**config.mk**
```make
export PLATFORM = sky130hd
export DESIGN_NAME = json_string_unescaper
export DESIGN_NICKNAME = d
export VERILOG_FILES = /design/src/rtl/jsu_pkg.sv /design/src/rtl/jsu_decode.sv /design/src/rtl/jsu_emit.sv /design/src/rtl/json_string_unescaper.sv
export SDC_FILE = /design/constraint.sdc
export NUM_CORES = 1
export LEC_CHECK = 0
export ABC_AREA = 1
export BUFFER_PORTS_ARGS = -buffer_cell sky130_fd_sc_hd__buf_2
export CORE_ASPECT_RATIO = 0.6
export CORE_MARGIN = 5
export CORE_UTILIZATION = 41
export DETAILED_ROUTE_END_ITERATION = 6
export PLACE_DENSITY = 0.68
export SLEW_MARGIN = 30
export SYNTH_ARGS = -nofsm -noshare
export SYNTH_HDL_FRONTEND = slang
export SYNTH_SLANG_ARGS = --single-unit
```
**constraint.sdc**
```tcl
create_clock -name clk -period 4.1 [get_ports clk]
set_input_delay 0.205 -clock clk [delete_from_list [all_inputs] [get_ports clk]]
set_output_delay 0.205 -clock clk [all_outputs]
set_load 0.02 [all_outputs]
```
**src/rtl/jsu_pkg.sv**
```systemverilog
// Types, character codes and helpers for the JSON string unescaper.
// No dependencies; used by the decoder, result register, top level and checker.
package jsu_pkg;

	localparam int unsigned BurstLen  = 4;
	localparam int unsigned BurstCntW = 3;
	localparam int unsigned HexDepth  = 3;
	localparam int unsigned AccumW    = 16;

	localparam logic [7:0] CHAR_QUOTE  = 8'h22;
	localparam logic [7:0] CHAR_BSLASH = 8'h5C;
	localparam logic [7:0] CHAR_U      = 8'h75;
	localparam logic [7:0] CHAR_N      = 8'h6E;
	localparam logic [7:0] CHAR_T      = 8'h74;
	localparam logic [7:0] CHAR_R      = 8'h72;
	localparam logic [7:0] CHAR_B      = 8'h62;
	localparam logic [7:0] CHAR_F      = 8'h66;
	localparam logic [7:0] CODE_LF     = 8'h0A;
	localparam logic [7:0] CODE_TAB    = 8'h09;
	localparam logic [7:0] CODE_CR     = 8'h0D;
	localparam logic [7:0] CODE_BS     = 8'h08;
	localparam logic [7:0] CODE_FF     = 8'h0C;

	localparam logic [AccumW-1:0] UTF8_LIMIT1 = 16'h0080;
	localparam logic [AccumW-1:0] UTF8_LIMIT2 = 16'h0800;
	localparam logic [7:0]        UTF8_LEAD2  = 8'hC0;
	localparam logic [7:0]        UTF8_LEAD3  = 8'hE0;
	localparam logic [7:0]        UTF8_CONT   = 8'h80;
	localparam logic [5:0]        UTF8_MASK   = 6'h3F;

	typedef enum logic [1:0] {
		MODE_IDLE,
		MODE_BODY,
		MODE_ESC,
		MODE_HEX
	} mode_t;

	typedef struct packed {
		logic [7:0] in_byte;
		logic       start_of_string;
		logic       end_of_text;
	} item_t;

	typedef struct packed {
		logic [7:0] out_byte;
		logic       byte_valid;
		logic       string_done;
		logic       last_of_run;
	} result_t;

	// results of one input item; count == 0 means no result at all
	typedef struct packed {
		logic [BurstLen-1:0][7:0] bytes;
		logic [BurstCntW-1:0]     count;
		logic                     has_bytes;
		logic                     fin;
	} burst_t;

	// {is_hex, value}
	function automatic logic [4:0] hex_digit(input logic [7:0] c);
		logic [4:0] r;
		r = '0;
		if (c >= 8'h30 && c <= 8'h39) begin
			r = {1'b1, c[3:0]};
		end else if ((c >= 8'h61 && c <= 8'h66) || (c >= 8'h41 && c <= 8'h46)) begin
			r = {1'b1, c[3:0] + 4'd9};
		end
		return r;
	endfunction

endpackage

```
**src/rtl/jsu_decode.sv**
```systemverilog
// Decoder: string state, \u collection and per-item result burst.
// Depends on jsu_pkg.
module jsu_decode (
	input  logic            clk,
	input  logic            arst_n,
	input  logic            advance,
	input  jsu_pkg::item_t  item,
	output jsu_pkg::burst_t burst
);

	jsu_pkg::mode_t                  mode_q, mode_d;
	logic [1:0]                      hex_count_q, hex_count_d;
	logic [jsu_pkg::AccumW-1:0]      hex_accum_q, hex_accum_d;
	logic                            hex_stopped_q, hex_stopped_d;
	logic [7:0]                      hex_chars_q [jsu_pkg::HexDepth];
	logic                            chars_we;

	logic [7:0]                 b;
	logic [4:0]                 dig;
	logic [jsu_pkg::AccumW-1:0] take_accum;
	logic                       take_stopped;
	logic [7:0]                 esc_byte;
	logic [jsu_pkg::BurstCntW-1:0] nb;

	assign b   = item.in_byte;
	assign dig = jsu_pkg::hex_digit(b);

	always_comb begin
		take_accum   = hex_accum_q;
		take_stopped = hex_stopped_q;
		if (!hex_stopped_q) begin
			if (dig[4]) begin
				take_accum = {hex_accum_q[jsu_pkg::AccumW-5:0], dig[3:0]};
			end else begin
				take_stopped = 1'b1;
			end
		end
	end

	always_comb begin
		case (b)
			jsu_pkg::CHAR_N: esc_byte = jsu_pkg::CODE_LF;
			jsu_pkg::CHAR_T: esc_byte = jsu_pkg::CODE_TAB;
			jsu_pkg::CHAR_R: esc_byte = jsu_pkg::CODE_CR;
			jsu_pkg::CHAR_B: esc_byte = jsu_pkg::CODE_BS;
			jsu_pkg::CHAR_F: esc_byte = jsu_pkg::CODE_FF;
			default:         esc_byte = b;
		endcase
	end

	// outputs: result burst and string end
	always_comb begin
		burst = '0;
		nb    = '0;
		if (item.start_of_string) begin
			burst.fin = (b != jsu_pkg::CHAR_QUOTE) | item.end_of_text;
		end else begin
			case (mode_q)
				jsu_pkg::MODE_BODY: begin
					if (b == jsu_pkg::CHAR_QUOTE) begin
						burst.fin = 1'b1;
					end else if (b != jsu_pkg::CHAR_BSLASH) begin
						burst.bytes[0] = b;
						nb = 3'd1;
					end
					if (item.end_of_text) begin
						burst.fin = 1'b1;
					end
				end
				jsu_pkg::MODE_ESC: begin
					if (b != jsu_pkg::CHAR_U) begin
						burst.bytes[0] = esc_byte;
						nb = 3'd1;
					end
					burst.fin = item.end_of_text;
				end
				jsu_pkg::MODE_HEX: begin
					if (hex_count_q != 2'd3) begin
						if (item.end_of_text) begin
							burst.bytes[0] = (hex_count_q == 2'd0) ? b : hex_chars_q[0];
							burst.bytes[1] = (hex_count_q == 2'd1) ? b : hex_chars_q[1];
							burst.bytes[2] = b;
							nb = {1'b0, hex_count_q} + 3'd1;
							burst.fin = 1'b1;
						end
					end else begin
						if (take_accum < jsu_pkg::UTF8_LIMIT1) begin
							burst.bytes[0] = take_accum[7:0];
							nb = 3'd1;
						end else if (take_accum < jsu_pkg::UTF8_LIMIT2) begin
							burst.bytes[0] = jsu_pkg::UTF8_LEAD2 | {3'b000, take_accum[10:6]};
							burst.bytes[1] = jsu_pkg::UTF8_CONT
								| {2'b00, take_accum[5:0] & jsu_pkg::UTF8_MASK};
							nb = 3'd2;
						end else begin
							burst.bytes[0] = jsu_pkg::UTF8_LEAD3 | {4'h0, take_accum[15:12]};
							burst.bytes[1] = jsu_pkg::UTF8_CONT
								| {2'b00, take_accum[11:6] & jsu_pkg::UTF8_MASK};
							burst.bytes[2] = jsu_pkg::UTF8_CONT
								| {2'b00, take_accum[5:0] & jsu_pkg::UTF8_MASK};
							nb = 3'd3;
						end
						burst.fin = item.end_of_text;
					end
				end
				default: begin
				end
			endcase
		end
		burst.has_bytes = (nb != 3'd0);
		burst.count     = (nb != 3'd0) ? nb : {2'b00, burst.fin};
	end

	// next state
	always_comb begin
		mode_d        = mode_q;
		hex_count_d   = hex_count_q;
		hex_accum_d   = hex_accum_q;
		hex_stopped_d = hex_stopped_q;
		chars_we      = 1'b0;
		if (item.start_of_string) begin
			mode_d        = jsu_pkg::MODE_BODY;
			hex_count_d   = '0;
			hex_accum_d   = '0;
			hex_stopped_d = 1'b0;
		end else begin
			case (mode_q)
				jsu_pkg::MODE_BODY: begin
					if (b == jsu_pkg::CHAR_BSLASH) begin
						mode_d = jsu_pkg::MODE_ESC;
					end
				end
				jsu_pkg::MODE_ESC: begin
					if (b == jsu_pkg::CHAR_U) begin
						mode_d        = jsu_pkg::MODE_HEX;
						hex_count_d   = '0;
						hex_accum_d   = '0;
						hex_stopped_d = 1'b0;
					end else begin
						mode_d = jsu_pkg::MODE_BODY;
					end
				end
				jsu_pkg::MODE_HEX: begin
					if (hex_count_q != 2'd3) begin
						if (!item.end_of_text) begin
							chars_we      = 1'b1;
							hex_accum_d   = take_accum;
							hex_stopped_d = take_stopped;
							hex_count_d   = hex_count_q + 2'd1;
						end
					end else begin
						mode_d        = jsu_pkg::MODE_BODY;
						hex_count_d   = '0;
						hex_accum_d   = '0;
						hex_stopped_d = 1'b0;
					end
				end
				default: begin
				end
			endcase
		end
		if (burst.fin) begin
			mode_d        = jsu_pkg::MODE_IDLE;
			hex_count_d   = '0;
			hex_accum_d   = '0;
			hex_stopped_d = 1'b0;
		end
	end

	always_ff @(posedge clk or negedge arst_n) begin
		if (!arst_n) begin
			mode_q        <= jsu_pkg::MODE_IDLE;
			hex_count_q   <= '0;
			hex_accum_q   <= '0;
			hex_stopped_q <= 1'b0;
		end else if (advance) begin
			mode_q        <= mode_d;
			hex_count_q   <= hex_count_d;
			hex_accum_q   <= hex_accum_d;
			hex_stopped_q <= hex_stopped_d;
		end
	end

	always_ff @(posedge clk) begin
		if (advance && chars_we) begin
			hex_chars_q[hex_count_q] <= b;
		end
	end

endmodule

```
**src/rtl/jsu_emit.sv**
```systemverilog
// Result register: holds one burst and hands out its results one beat at a time.
// Depends on jsu_pkg.
module jsu_emit (
	input  logic             clk,
	input  logic             arst_n,
	input  logic             load,
	input  jsu_pkg::burst_t  burst_in,
	output logic             free,
	output logic             result_valid,
	input  logic             result_stall,
	output jsu_pkg::result_t result
);

	logic            busy_q;
	jsu_pkg::burst_t burst_q;
	logic [1:0]      idx_q;
	logic            last;
	logic            take;

	assign last = ({1'b0, idx_q} == (burst_q.count - 3'd1));
	assign take = busy_q & ~result_stall;
	assign free = ~busy_q | (take & last);

	always_ff @(posedge clk or negedge arst_n) begin
		if (!arst_n) begin
			busy_q <= 1'b0;
			idx_q  <= '0;
		end else if (load) begin
			busy_q <= 1'b1;
			idx_q  <= '0;
		end else if (take) begin
			if (last) begin
				busy_q <= 1'b0;
			end else begin
				idx_q <= idx_q + 2'd1;
			end
		end
	end

	always_ff @(posedge clk) begin
		if (load) begin
			burst_q <= burst_in;
		end
	end

	assign result_valid       = busy_q;
	assign result.out_byte    = burst_q.has_bytes ? burst_q.bytes[idx_q] : 8'h00;
	assign result.byte_valid  = burst_q.has_bytes;
	assign result.last_of_run = last;
	assign result.string_done = last & burst_q.fin;

endmodule

```
**src/rtl/json_string_unescaper.sv**
```systemverilog
// JSON string unescaper top level: input register, decoder, result register.
// An accepted item is registered, decoded, and its burst loaded into the result register.
// Throughput: one item and one result beat per cycle while the result port is not stalled;
// an item giving more than one result beat stalls the input until its last beat is taken.
// Reset (arst_n low, asynchronous): idle, waiting for a start byte; no results pending.
module json_string_unescaper (
	input  logic             clk,
	input  logic             arst_n,
	input  logic             item_valid,
	output logic             item_stall,
	input  jsu_pkg::item_t   item,
	output logic             result_valid,
	input  logic             result_stall,
	output jsu_pkg::result_t result
);

	jsu_pkg::item_t  item_s1;
	logic            valid_s1;
	logic            emit_free;
	logic            advance;
	jsu_pkg::burst_t burst;

	assign advance    = valid_s1 & emit_free;
	assign item_stall = valid_s1 & ~emit_free;

	always_ff @(posedge clk or negedge arst_n) begin
		if (!arst_n) begin
			valid_s1 <= 1'b0;
		end else if (item_valid && !item_stall) begin
			valid_s1 <= 1'b1;
		end else if (advance) begin
			valid_s1 <= 1'b0;
		end
	end

	always_ff @(posedge clk) begin
		if (item_valid && !item_stall) begin
			item_s1 <= item;
		end
	end

	jsu_decode u_decode (
		.clk     (clk),
		.arst_n  (arst_n),
		.advance (advance),
		.item    (item_s1),
		.burst   (burst)
	);

	jsu_emit u_emit (
		.clk          (clk),
		.arst_n       (arst_n),
		.load         (advance && (burst.count != '0)),
		.burst_in     (burst),
		.free         (emit_free),
		.result_valid (result_valid),
		.result_stall (result_stall),
		.result       (result)
	);

endmodule

```
; Word level (Yosys, flattened, before mapping)
; Memories as Yosys holds them, arrays and structs flattened.
; Index checks and enable logic that the tools add are counted.
[classes]
bitwise_logic = 11
reduce_logical = 21
n_eq_ne = 22
add_sub_neg = 5
n_lt_le_gt_ge = 9
mux = 76
[ops]
columns = op, count
row1 = 16-bit two-way mux, 8
row2 = 8-bit two-way mux, 9
row3 = "8-bit by 7-bit equality test with 1-bit output, second input constant", 7
row4 = 24-bit two-way mux, 2
row5 = 8-bit case mux with 5 select lines, 1
row6 = 16-bit case mux with 2 select lines, 1
row7 = 1-bit two-way mux, 26
row8 = 2-bit two-way mux, 13
row9 = 8-bit case mux with 3 select lines, 1
row10 = 3-bit two-way mux, 6
row11 = 8-bit binary-select mux with 2-bit select, 1
row12 = "8-bit by 7-bit >= comparator with 1-bit output, second input constant", 2
row13 = "8-bit by 7-bit <= comparator with 1-bit output, second input constant", 2
row14 = "16-bit by 12-bit < comparator with 1-bit output, second input constant", 1
row15 = "16-bit by 8-bit < comparator with 1-bit output, second input constant", 1
row16 = "8-bit by 7-bit inequality test with 1-bit output, second input constant", 2
row17 = 14-bit two-way mux, 1
row18 = 5-bit two-way mux, 2
row19 = 3-bit case mux with 3 select lines, 1
row20 = "8-bit by 6-bit equality test with 1-bit output, second input constant", 1
row21 = "8-bit by 6-bit >= comparator with 1-bit output, second input constant", 1
row22 = "8-bit by 6-bit <= comparator with 1-bit output, second input constant", 1
row23 = "4-bit by 2-bit inequality test with 1-bit output, second input constant", 2
row24 = "8-bit by 6-bit inequality test with 1-bit output, second input constant", 1
row25 = other kinds (30), 51
[word_totals]
regBits = 64
n_memories = 1
output_inout_bits = 13
wordCells = 161
mem_bits_rw = 24
inputBits = 14
[mem_list]
columns = memory, depth, word_bits, read_ports, rd_ports_with_merged_regs, write_ports, line_no
row1 = u_decode.hex_chars_q, 3, 8, 2, 0, 1, jsu_decode.sv:15  ; logic [7:0] hex_chars_q [jsu_pkg::HexDepth];

; Logic depth before layout (Yosys ltp)
[logic_depth]
ltp_word = 19
ltp_mapped = 23
ltp_nobuf = 22

; Cells and area by module
; From an unflattened synthesis, not the netlist that was laid out.
[hier_totals]
cells_unflattened = 592
area_unflattened_um2 = 5147.4
[by_module_without_submodules]
columns = module, instances, seq_area_each_um2, cells_each, area_per_inst_um2
row1 = jsu_decode, 1, 1006.0, 438, 3074.2
row2 = jsu_emit, 1, 1186.1, 133, 1701.6
row3 = json_string_unescaper, 1, 325.3, 21, 371.6

; Worst setup path after synthesis
; No wires, ideal clock.
[synth_timing]
path_type = reg2reg
startpoint = reg item_s1[2] (netlist name)
endpoint = reg u_emit.burst_q[0] (netlist name) (enable)
synth_period_minus_slack_ns = 3.211
t_arrival_ns = 2.827
required_ns = 3.716
path_stages_with_launch = 22
setup_slack_ns = 0.889
setup_time_ns = 0.384
n_path_buf = 1
cell_sequence = edfxtp_1 inv_1 ha_1 inv_1 nand2_1 nand2_1 nand2_2 nand2_4 nand2_4 nand2_8 buf_12 nand2_2 nand2_2 nor2_4 nand2_4 nand4_1 nand3_1 nand2_1 nand2_2 nand3_4 nand2_2 inv_1
[synth_between]
elab_chain_cells = 17
elab_cells_between_ends = 38
cone_classes = add/sub (1) / order compare (8) / eq/ne (4) / mux (17) / bitwise (1) / reduce/logical (7)
[synth_rtl]
columns = element, line_no
row1 = from (decl), json_string_unescaper.sv:17  ; jsu_pkg::item_t item_s1;
row2 = from (signal assigned), json_string_unescaper.sv:38  ; item_s1 <= item;
row3 = 8-bit by 7-bit >= comparator with 1-bit output / 8-bit by 7-bit <= comparator with 1-bit output (equally long branches), jsu_pkg.sv:65  ; end else if ((c >= 8'h61 && c <= 8'h66) || (c >= 8'h41 && c <= 8'h46)) begin
row4 = 1-bit logical AND, jsu_pkg.sv:65
row5 = 1-bit logical OR, jsu_pkg.sv:65
row6 = 5-bit two-way mux, jsu_pkg.sv:65
row7 = 5-bit two-way mux, jsu_pkg.sv:63  ; if (c >= 8'h30 && c <= 8'h39) begin
row8 = 16-bit two-way mux, jsu_decode.sv:32  ; if (dig[4]) begin
row9 = 16-bit two-way mux, jsu_decode.sv:31  ; if (!hex_stopped_q) begin
row10 = 16-bit by 12-bit < comparator with 1-bit output, jsu_decode.sv:90  ; end else if (take_accum < jsu_pkg::UTF8_LIMIT2) begin
row11 = [2 not listed], --
row12 = 3-bit two-way mux, jsu_decode.sv:78  ; if (hex_count_q != 2'd3) begin
row13 = 3-bit case mux with 3 select lines, jsu_decode.sv:58  ; case (mode_q)
row14 = 3-bit two-way mux, jsu_decode.sv:55  ; if (item.start_of_string) begin
row15 = 3-bit nonzero test, jsu_decode.sv:111  ; burst.count = (nb != 3'd0) ? nb : {2'b00, burst.fin};
row16 = 3-bit two-way mux (*), jsu_decode.sv:111
row17 = 3-bit nonzero test (*), json_string_unescaper.sv:53  ; .load (advance && (burst.count != '0)),
row18 = 1-bit logical AND (*), json_string_unescaper.sv:53
row19 = net u_emit.load, jsu_emit.sv:6  ; input logic load,
row20 = to (signal assigned), jsu_emit.sv:42  ; burst_q <= burst_in;
row21 = to (decl), jsu_emit.sv:15  ; jsu_pkg::burst_t burst_q;
; The timed path passes the listed nets; every way through them passes the cells marked *.
; A chain may end at the register's enable or synchronous reset.

==> impl_metrics.json <==
{
  "yosysMostFrequentCell": "nand2_1",
  "vias": 3816,
  "hold_path.class": "input port to register",
  "wl_per_cell_um": 17.5,
  "synthCells": 524,
  "fin_tns_setup_ns": 0,
  "synth_area_leaders": "edfxtp_1, dfrtp_1, nand2_1",
  "ys_seq_area_share_pct": 49.0,
  "internal_power_mw": 1.88,
  "routed_wirelength_um": 12300,
  "p_switching_mw": 1.24,
  "htreeDepth": 3,
  "p_sw_share_pct": 39.8,
  "post-route-period-util_pct": 80.3,
  "p_leak_nw": 2.20,
  "start_util_pct": 41.6,
  "report.final.slew_viol_count": 0,
  "yosys.area.top_type_share_pct": 35.5,
  "drv_cap": 0,
  "ys_ff_latch": 80,
  "crit_path_cell_trace": "inv_1, ha_1, inv_1, nand2_1, nand2_1, nand2_2, nand2_4, nand2_4, nand2_8, o21ai_1, nand2_2, nor2_8, nand4_4, nand3_2, nand2_4, clkinv_4, nand3_4, nand2_2, inv_1, buf_4",
  "syn-mean-instance-area_um2": 8.87,
  "timing.final.crit_period_ns": 3.29,
  "drtIter0Drc": 401,
  "drive_gt1_share_pct": 18.4,
  "netlist_top_cells_count": "nand2_1, inv_1, edfxtp_1",
  "std_cell_rows": 30,
  "placed_cells": 687,
  "cts.sinks": 80,
  "fmax_ghz": 0.304,
  "cp.arrival_ns": 3.36,
  "routed_via_density": 5.42,
  "outcome": "completed",
  "port_buffers": 26,
  "grt_max_degree": 30,
  "diodes": 0,
  "fp.dieH_um": 92.5,
  "cts_tree": "built",
  "worstMarginPinSlew_ns": 0.775,
  "combPwrFrac_pct": 35.7,
  "gp_congestion": 0.991,
  "hold_slack_ns": 0.0385,
  "cts_setup_buffers": 0,
  "end_kind": "register",
  "grt_overflow_total": 0,
  "netlist_area_um2": 4650,
  "n_fill_cell": 1051,
  "drc_errors": 0,
  "cp_max_fo": 29,
  "ctsResizeCount": 0,
  "synth_ff_type": "edfxtp_1",
  "grt_usage_pct": 18.5,
  "multiInputGateArea_um2": 2000,
  "syn_nets": 547,
  "clk_pin_slew_ns": 0.06,
  "ys_types": 46,
  "finalSetupViolCount": 0,
  "worst_slack_ns": 0.806,
  "cp_num_buf_inv": 5,
  "rsz0062_at_grt": "false",
  "ff_latch_area_um2": 2280,
  "pwr-share-clk_pct": 26.6,
  "drtAntennaViolNets": 0,
  "ctsHoldBuffers": 1,
  "final_nets": 578,
  "coreArea_um2": 11200,
  "finalNonFillerCells": 704,
  "power.share.sequential_pct": 37.7,
  "drtPass1Iterations": 5,
  "pwr_density_cell_nw_per_um2": 595,
  "io_pins": 27,
  "die_w_um": 147,
  "post-dp-hpwl_um": 9520,
  "slowest_delay_ns": 0.52,
  "worstSetupStartpointType": "register",
  "cp_slowest_cell": "edfxtp_1",
  "clock_latency_ns": 0.34,
  "final_util_pct": 46.9,
  "clockBufferDepth": 2,
  "cp_top_family": "simple AND/OR/NAND/NOR gates",
  "worst_ep_required_time_ns": 4.16,
  "numCtsBuffers": 9,
  "synth_edf_count": 55,
  "peakVddDrop_uv": 298,
  "grt_pass1_wl_um": 19300,
  "grt_pass1_vias": 3433,
  "max_slew_margin_pct": 47.8,
  "skew_ns": 0.00746,
  "synth.largest_area_cell": "edfxtp_1",
  "ctsRootBufferMaster": "clkbuf_16",
  "design.die.area_um2": 13600,
  "antenna_found_initial": 0,
  "ys.warnings.count": 0,
  "async_reset_ff_share_pct": 31.3,
  "pre_cts_ws_ns": 0.889,
  "crit_type": "register to register",
  "syn2layout_area_growth_pct": 12.8,
  "hold_viol_final": 0
}
[final cells by class]
class                           instances  share of cell area [%]
Sequential cell                        80                    43.4
Multi-Input combinational cell        356                    38.2
Tap cell                              144                    3.44
Clock buffer                           10                    4.56
Inverter                               75                    5.46
Clock inverter                          6                    1.41
Timing Repair Buffer                   33                    3.53
[state kept, by name, summed over array words and instances (netlist names), 2 cells and up]
name and flops:
u_emit.idx_q 2, u_decode.hex_chars_q 16, u_decode.hex_count_q 2, u_emit.burst_q 28
item_s1 10, u_decode.mode_q 2, u_decode.hex_accum_q 16
[worst paths after layout]
path	cells past startpoint	endpoint	start	slack (ns)
worst max-delay path	20	u_emit.burst_q[22]	item_s1[3]	0.81
worst min-delay path	1	item_s1[6]	item[6]	0.04
worst max register to register	20	u_emit.burst_q[22]	item_s1[3]	0.81
worst min register to register	2	u_decode.hex_accum_q[2]	u_decode.hex_accum_q[2]	0.51
max in group asynchronous	2	valid_s1	arst_n	3.31
min in group asynchronous	2	u_decode.hex_accum_q[2]	arst_n	0.39
[layout by cell type, fill, tap and decap left out, drive strengths merged, types with 10 or more instances in the layout]
cell    count
clkbuf     10
o22ai      20
buf        32
dfrtp      25
edfxtp     55
nor2       52
o211ai     13
inv        74
a21oi      30
nand3      30
nand2     123
o21ai      50
[through the flow]
stage | power (mW) | cell area, um2
5_1_grt | 3.30 | 5240
2_1_floorplan | 1.98 | 4650
3_3_place_gp | 2.28 | 4920
3_5_place_dp | 2.29 | 4920
4_1_cts | 3.13 | 5240
6_report | 3.12 | 5240
[routing by layer]
layer	GRT usage [%]	share of wire, %	vias up
met5	0	0	-
met4	3.57	0.69	0
met3	6.99	11	11
met2	23.6	38	170
met1	29.0	50	1802
li1	-	-	1833
[kinds of logic (layout without fill, tap and decap cells)]
kind of cell	Yosys count	after routing	share of synthesized area, %
other cells	1	1	0.0807
flops	80	80	49.0
xor+xnor	6	6	1.13
mux	1	1	0.215
fa+ha+maj	9	9	2.42
buf+inv	88	124	7.97
compound gates	124	124	16.0
simple gates	215	215	23.3
[power by group through the flow]
stage | logic, mW | registers [mW] | clock network [mW]
floorplan | 0.845 | 1.13 | 0
global placement | 1.09 | 1.18 | 0
detailed placement | 1.10 | 1.19 | 0
CTS | 1.11 | 1.18 | 0.845
global route | 1.23 | 1.20 | 0.879
finish | 1.12 | 1.18 | 0.830
[worst register-to-register path, stage by stage (launching register included)]
cell and delay, ns:
edfxtp_1 0.52, inv_1 0.27, ha_1 0.22, inv_1 0.04, nand2_1 0.05, nand2_1 0.06, nand2_2 0.07, nand2_4 0.08
nand2_4 0.15, nand2_8 0.15, o21ai_1 0.31, nand2_2 0.15, nor2_8 0.14, nand4_4 0.11, nand3_2 0.13, nand2_4 0.08
clkinv_4 0.06, nand3_4 0.08, nand2_2 0.07, inv_1 0.03, buf_4 0.23
Note: power is estimated with default switching activity, not from simulation.
